===== src/sv/dtbl_pkg.sv =====
`timescale 1ns / 1ps
`default_nettype none
// ----------------------------------------------------------------------------
// dtbl_pkg
// shared types and constants of the dated two-bank write-once log
// ----------------------------------------------------------------------------
package dtbl_pkg;

    localparam int unsigned TAG_W   = 32;
    localparam int unsigned WORD_W  = 16;
    localparam int unsigned INDEX_W = 9;
    localparam int unsigned ENTRY_W = WORD_W + 1;   // written flag + word

    localparam logic [TAG_W-1:0]  TAG_ERASED  = 32'hFFFF_FFFF;
    localparam logic [WORD_W-1:0] WORD_ERASED = 16'hFFFF;

    localparam logic [1:0] STATUS_OK        = 2'd0;
    localparam logic [1:0] STATUS_WRITTEN   = 2'd1;
    localparam logic [1:0] STATUS_BAD_INDEX = 2'd2;

    localparam logic CMD_READ = 1'b0;
    localparam logic CMD_SAVE = 1'b1;

    typedef enum logic [1:0] {
        ST_INIT,
        ST_IDLE,
        ST_ERASE,
        ST_RESP
    } state_t;

    // result handed from the controller to the output register
    typedef struct packed {
        logic              load;
        logic [WORD_W-1:0] read_value;
        logic [1:0]        status;
    } result_t;

endpackage

`default_nettype wire


===== src/sv/dtbl_ctrl.sv =====
`timescale 1ns / 1ps
`default_nettype none
// ----------------------------------------------------------------------------
// dtbl_ctrl
// bank tags, bank selection and the read-modify-write sequencer
// ----------------------------------------------------------------------------
module dtbl_ctrl
    import dtbl_pkg::*;
#(
    parameter int unsigned POINTS_PER_BANK = 255,
    parameter int unsigned AW              = 9
)
(
    input  wire logic               clk,
    input  wire logic               rst_n,
    input  wire logic               in_valid,
    output logic                    in_stall,
    input  wire logic               command,
    input  wire logic [15:0]        year,
    input  wire logic [7:0]         month,
    input  wire logic [7:0]         day,
    input  wire logic [INDEX_W-1:0] point_index,
    input  wire logic [WORD_W-1:0]  point_value,
    input  wire logic               out_free,
    output result_t                 result,
    output logic                    mem_en,
    output logic                    mem_we,
    output logic      [AW-1:0]      mem_addr,
    output logic      [ENTRY_W-1:0] mem_wdata,
    input  wire logic [ENTRY_W-1:0] mem_rdata
);

    localparam logic [INDEX_W-1:0] P_IDX    = INDEX_W'(POINTS_PER_BANK);
    localparam logic [AW-1:0]      BANK1    = AW'(POINTS_PER_BANK);
    localparam logic [AW-1:0]      LAST_ALL = AW'(2 * POINTS_PER_BANK - 1);
    localparam logic [AW-1:0]      LAST_ONE = AW'(POINTS_PER_BANK - 1);

    state_t state_reg, state_next;
    logic [AW-1:0]     off_reg, off_next;
    logic [TAG_W-1:0]  tag0_reg, tag0_next;
    logic [TAG_W-1:0]  tag1_reg, tag1_next;

    // item held over the sequence
    logic              cmd_reg, cmd_next;
    logic              bank_reg, bank_next;
    logic [AW-1:0]     addr_reg, addr_next;
    logic [WORD_W-1:0] value_reg, value_next;
    logic              bad_reg, bad_next;
    logic              nomatch_reg, nomatch_next;
    logic              fresh_reg, fresh_next;

    logic              accept;
    logic [TAG_W-1:0]  key;
    logic              idx_ok;
    logic              m0, m1, e0, e1;
    logic              sel_bank;
    logic              need_erase;
    logic [AW-1:0]     item_addr;
    logic [AW-1:0]     erase_base;
    logic              off_last;
    logic              word_written;

    assign accept   = in_valid && (state_reg == ST_IDLE);
    assign key      = {year, month, day};
    assign idx_ok   = (point_index != '0) && (point_index <= P_IDX);
    assign m0       = (tag0_reg == key);
    assign m1       = (tag1_reg == key);
    assign e0       = (tag0_reg == TAG_ERASED);
    assign e1       = (tag1_reg == TAG_ERASED);

    // bank choice: reads take the first match, saves follow the fill order
    always_comb
    begin
        need_erase = 1'b0;
        if (command == CMD_READ)
        begin
            sel_bank = !m0;
        end
        else
        begin
            priority if (m0 || e0)
            begin
                sel_bank = 1'b0;
            end
            else if (m1 || e1)
            begin
                sel_bank = 1'b1;
            end
            else
            begin
                // older date goes, bank 1 on a tie
                sel_bank   = !(tag0_reg < tag1_reg);
                need_erase = 1'b1;
            end
        end
    end

    assign item_addr  = (sel_bank ? BANK1 : '0) + AW'(point_index - INDEX_W'(1));
    assign erase_base = bank_reg ? BANK1 : '0;
    assign off_last   = (state_reg == ST_INIT) ? (off_reg == LAST_ALL)
                                               : (off_reg == LAST_ONE);
    assign word_written = mem_rdata[ENTRY_W-1] && !fresh_reg;

    // next state
    always_comb
    begin
        state_next = state_reg;
        unique case (state_reg)
            ST_INIT:
            begin
                if (off_last)
                begin
                    state_next = ST_IDLE;
                end
            end
            ST_IDLE:
            begin
                if (in_valid)
                begin
                    state_next = (command == CMD_SAVE && idx_ok && need_erase)
                                 ? ST_ERASE : ST_RESP;
                end
            end
            ST_ERASE:
            begin
                if (off_last)
                begin
                    state_next = ST_RESP;
                end
            end
            ST_RESP:
            begin
                if (out_free)
                begin
                    state_next = ST_IDLE;
                end
            end
            default:
            begin
                state_next = ST_INIT;
            end
        endcase
    end

    // outputs: handshake, memory port, result
    always_comb
    begin
        in_stall          = (state_reg != ST_IDLE);
        mem_en            = 1'b0;
        mem_we            = 1'b0;
        mem_addr          = addr_reg;
        mem_wdata         = {1'b1, value_reg};
        result.load       = 1'b0;
        result.read_value = WORD_ERASED;
        result.status     = STATUS_OK;
        unique case (state_reg)
            ST_INIT:
            begin
                mem_en    = 1'b1;
                mem_we    = 1'b1;
                mem_addr  = off_reg;
                mem_wdata = '0;
            end
            ST_IDLE:
            begin
                mem_addr = item_addr;
                mem_en   = in_valid && idx_ok
                           && !(command == CMD_READ && !m0 && !m1)
                           && !(command == CMD_SAVE && need_erase);
            end
            ST_ERASE:
            begin
                mem_en    = 1'b1;
                mem_we    = 1'b1;
                mem_addr  = erase_base + off_reg;
                mem_wdata = '0;
            end
            ST_RESP:
            begin
                result.load = out_free;
                if (cmd_reg == CMD_READ)
                begin
                    if (bad_reg)
                    begin
                        result.status = STATUS_BAD_INDEX;
                    end
                    else if (!nomatch_reg && mem_rdata[ENTRY_W-1])
                    begin
                        result.read_value = mem_rdata[WORD_W-1:0];
                    end
                end
                else
                begin
                    result.read_value = '0;
                    if (bad_reg)
                    begin
                        result.status = STATUS_BAD_INDEX;
                    end
                    else if (word_written)
                    begin
                        result.status = STATUS_WRITTEN;
                    end
                    else
                    begin
                        mem_en = out_free;
                        mem_we = out_free;
                    end
                end
            end
            default:
            begin
                in_stall = 1'b1;
            end
        endcase
    end

    // register next values
    always_comb
    begin
        off_next     = off_reg;
        tag0_next    = tag0_reg;
        tag1_next    = tag1_reg;
        cmd_next     = cmd_reg;
        bank_next    = bank_reg;
        addr_next    = addr_reg;
        value_next   = value_reg;
        bad_next     = bad_reg;
        nomatch_next = nomatch_reg;
        fresh_next   = fresh_reg;

        if (state_reg == ST_INIT || state_reg == ST_ERASE)
        begin
            off_next = off_last ? '0 : off_reg + AW'(1);
        end

        if (accept)
        begin
            cmd_next     = command;
            bank_next    = sel_bank;
            addr_next    = item_addr;
            value_next   = point_value;
            bad_next     = !idx_ok;
            nomatch_next = !m0 && !m1;
            fresh_next   = need_erase;
            // a save takes over an erased bank or the erased victim
            if (command == CMD_SAVE && idx_ok)
            begin
                if (!sel_bank && !m0)
                begin
                    tag0_next = key;
                end
                if (sel_bank && !m1)
                begin
                    tag1_next = key;
                end
            end
        end
    end

    always_ff @(posedge clk or negedge rst_n)
    begin
        if (!rst_n)
        begin
            state_reg <= ST_INIT;
            off_reg   <= '0;
            tag0_reg  <= TAG_ERASED;
            tag1_reg  <= TAG_ERASED;
        end
        else
        begin
            state_reg <= state_next;
            off_reg   <= off_next;
            tag0_reg  <= tag0_next;
            tag1_reg  <= tag1_next;
        end
    end

    always_ff @(posedge clk)
    begin
        cmd_reg     <= cmd_next;
        bank_reg    <= bank_next;
        addr_reg    <= addr_next;
        value_reg   <= value_next;
        bad_reg     <= bad_next;
        nomatch_reg <= nomatch_next;
        fresh_reg   <= fresh_next;
    end

endmodule

`default_nettype wire


===== config.mk =====
export PLATFORM = sky130hd
export DESIGN_NAME = dtbl_ctrl
export DESIGN_NICKNAME = d
export VERILOG_FILES = /design/src/sv/dtbl_pkg.sv /design/src/sv/dtbl_ctrl.sv
export SDC_FILE = /design/constraint.sdc
export NUM_CORES = 1
export LEC_CHECK = 0
export BUFFER_PORTS_ARGS = -buffer_cell sky130_fd_sc_hd__buf_2
export CELL_PAD_IN_SITES_DETAIL_PLACEMENT = 0
export CELL_PAD_IN_SITES_GLOBAL_PLACEMENT = 2
export CORE_MARGIN = 3
export CORE_UTILIZATION = 25
export CTS_BUF_LIST = sky130_fd_sc_hd__clkbuf_4
export DETAILED_ROUTE_END_ITERATION = 7
export HOLD_SLACK_MARGIN = 0.02
export PLACE_DENSITY_LB_ADDON = 0.25
export REMOVE_ABC_BUFFERS = 1
export SLEW_MARGIN = 5
export SYNTH_ARGS = -nofsm -noshare
export SYNTH_HDL_FRONTEND = slang
export SYNTH_SLANG_ARGS = --single-unit

===== constraint.sdc =====
create_clock -name clk -period 13.9 [get_ports clk]
set_input_delay 1.39 -clock clk [delete_from_list [all_inputs] [get_ports clk]]
set_output_delay 1.39 -clock clk [all_outputs]
set_load 0.1 [all_outputs]

==> metrics <==
status=finished clean; Main synth FF type=dfstp_2; Root Driver=clkbuf_4; Req. time, crit path=12.51 ns; P&R area growth vs syn=17.59%; FF+latch area=2858 µm²; fin crit share=between 50 and 60%; fin. max-slew vios=0; DP Cell Count=1131; DRT antenna net count=0; synthesized area=6957 µm²; CTS tree=built; Reg power frac=56.6%; Die Height=approximately 170 µm; drt via density=between 4 and 5; Reg clk slew, reported paths=0.16 ns; PortBufs=126; unrepaired setup endpoints after global routing=no; final WL=20460 µm; sequential element share of the synthesized area=between 40% and 50%; hold_ws=0.6020 ns; first-pass GRT wire length=32000 µm; TritonCTS buffer count=9; setup_tns=0 ns; Overflow after GRT=0; row count=60; vias in the first global route=5361; largest net degree at the start of global routing=63; Die Area=approximately 30000 µm²; total global-route track usage=13.68%; layout cell share with drive strength beyond 1=36.52%; fin crit period=roughly 7.4 ns; Hold Fails Final Rpt=0; NetSw=136.1 µW; Max Freq=0.1354 GHz; DR DRC count=0; clock sinks=105; CTS Hold Bufs=0; Synth cell types=48; worst-case clock buffer depth=2; initial antenna violation count=0; Vias=approximately 5200; wire length per cell=17.83 µm; maximum vdd ir drop=approximately 34 µV; CP max FO=8; core area=27180 µm²; io pins=127; gpl congestion=between 0.7 and 0.8; Int Pwr=427.4 µW; Hold Crit Class=register to register; worst slew pin tran=0.8465 ns; area of the multi-input gates=3765 µm²; Critical Path AT=~6 ns; Power Density=68.88 nW/µm²; clock power share=a little over a third; CP Capture Type=output pin; flops & latches, synth=about 110; Max Cap Viol=0; Cells after Synth=646; Worst Skew=0.008132 ns; post-DP HPWL=between 15000 and 20000 µm; H-tree depth=3; Sw Share=24.15%; DRT Pass-1 Iters=4; crit path kind=primary input to output pin; final cell count without fillers=1147; Final nets=913; CP Launch Type=primary input; # setup viols final=0; Post-CTS Setup Bufs=0; Relative slew margins=43.57%; Die X=~170 µm; Avg Inst Size Synth=10.77 µm²; Logic pwr share=7.7%; yosys warns=0; P_leak=around 0.0036 µW; Skew-Pair Late Insertion Delay=0.47 ns; initial core utilization=about a quarter; number of synthesized flops with an enable pin=30; cts repair resizes=0; initial drt markers=roughly 230; ANT cells=0; Filler cells=roughly 2900; Post-synth ARST share=71.43%
cell usage after synthesis, drive strengths merged (2+ instances only):
master / count / area share [%]
mux2: 64 / 10
a21oi: 28 / 2.0
inv: 65 / 3.5
o21ai: 15 / 1.1
and4: 2 / 0.29
xor2: 69 / 8.7
nand3: 8 / 0.58
ha: 62 / 11
nand4: 30 / 2.8
fa: 2 / 0.58
buf: 6 / 0.70
a2111oi: 3 / 0.38
a2bb2oi: 5 / 0.63
nor3: 4 / 0.29
nor4: 22 / 2.0
edfxtp: 30 / 13
o31ai: 3 / 0.32
o21bai: 4 / 0.43
clkbuf: 11 / 0.59
nand2: 22 / 1.2
o21a: 18 / 1.9
o41ai: 4 / 0.50
nor2: 27 / 1.5
a211oi: 3 / 0.50
nor2b: 3 / 0.27
dfrtp: 11 / 4.0
a221oi: 7 / 0.88
or4b: 2 / 0.29
and2: 20 / 1.8
a21o: 7 / 0.76
xnor2: 10 / 1.3
nand2b: 2 / 0.18
dfstp: 64 / 24
a31oi: 2 / 0.18
routing by layer:
metal	track usage, %	routed length, µm
met5	0	0
met4	2.399	170
met3	2.174	484
met2	24.35	10310
met1	17.71	9489
power by group through the flow:
stage / sequential [µW] / combinational, µW / clock, µW
CTS: 319 / 44.6 / 215
floorplan: 324 / 15.1 / 0
global placement: 324 / 44.5 / 0
finish: 319 / 43.2 / 201
detailed placement: 324 / 44.4 / 0
global route: 319 / 48.8 / 227
cell type report:
type	instances	area share, %
repair buffers	130	8.106
inverters	65	2.983
multi-input cells	459	46.02
clock inverters	7	1.438
flip-flops and latches	105	34.93
well taps	372	5.690
clock buffers	9	0.8259
cell families after synthesis:
family / Yosys count / share of synthesized area, %
AO/OA/AOI/OAI: 106 / 10.59
AND/OR/NAND/NOR: 146 / 11.49
XOR/XNOR: 79 / 9.946
adder cells (fa/ha/maj): 64 / 11.73
buffers and inverters: 82 / 4.802
multiplexers: 64 / 10.36
flip-flops: 105 / 41.08
critical path, cell delays in order:
cell and delay (ns):
buf_2 0.13, xor2_1 0.19, nor4_1 0.46, nand4_1 0.19, nor2_1 0.44, a21oi_1 0.23
nand2_1 0.14, o21a_1 0.37, ha_1 0.22, inv_1 0.04, ha_1 0.19, fa_1 0.40
a21o_1 0.18, a21oi_1 0.21, o21bai_1 0.09, a21oi_1 0.17, xnor2_1 0.18, a221oi_1 0.14
o211ai_1 0.18, buf_2 0.45
path summary, 6_finish.rpt:
path	slack [ns]	end	from	depth (start not counted)
setup / recovery	6.52	mem_addr[7]	day[4]	20
hold reg to reg	0.60	off_reg[8]	off_reg[8]	1
hold / removal	0.60	off_reg[8]	off_reg[8]	1
max in group asynchronous	12.09	off_reg[7]	rst_n	2
min in group asynchronous	0.94	tag0_reg[12]	rst_n	1
setup reg to reg	9.17	addr_reg[7]	tag1_reg[9]	18
stage by stage:
step / power [µW] / setup WS (ns) / cell area (µm²) / utilization (%)
2_1_floorplan: 339.5 / 6.615 / 6867 / -
3_3_place_gp: 368.8 / 6.531 / 7995 / 29.42
3_5_place_dp: 368.7 / 6.525 / 7995 / 29.42
4_1_cts: 578.8 / 6.502 / 8180 / 30.10
5_1_grt: 595.1 / 6.103 / 8180 / 30.10
6_report: 563.5 / 6.516 / 8180 / 30.10
layout by cell type, fill, tap and decap left out, types with 9 or more instances in the layout:
cell type  synthesis  layout
buf_2              3     125
xor2_1            69      69
inv_1             65      65
mux2_2            64      64
dfstp_2           64      64
ha_1              62      62
edfxtp_1          30      30
nand4_1           29      29
a21oi_1           28      28
nor2_1            27      27
nor4_1            22      22
nand2_1           22      22
and2_1            20      20
o21a_1            18      18
o21ai_0           15      15
dfrtp_1           11      11
xnor2_1           10      10
clkbuf_4           0       9
Power figures use the tool's default switching activity.
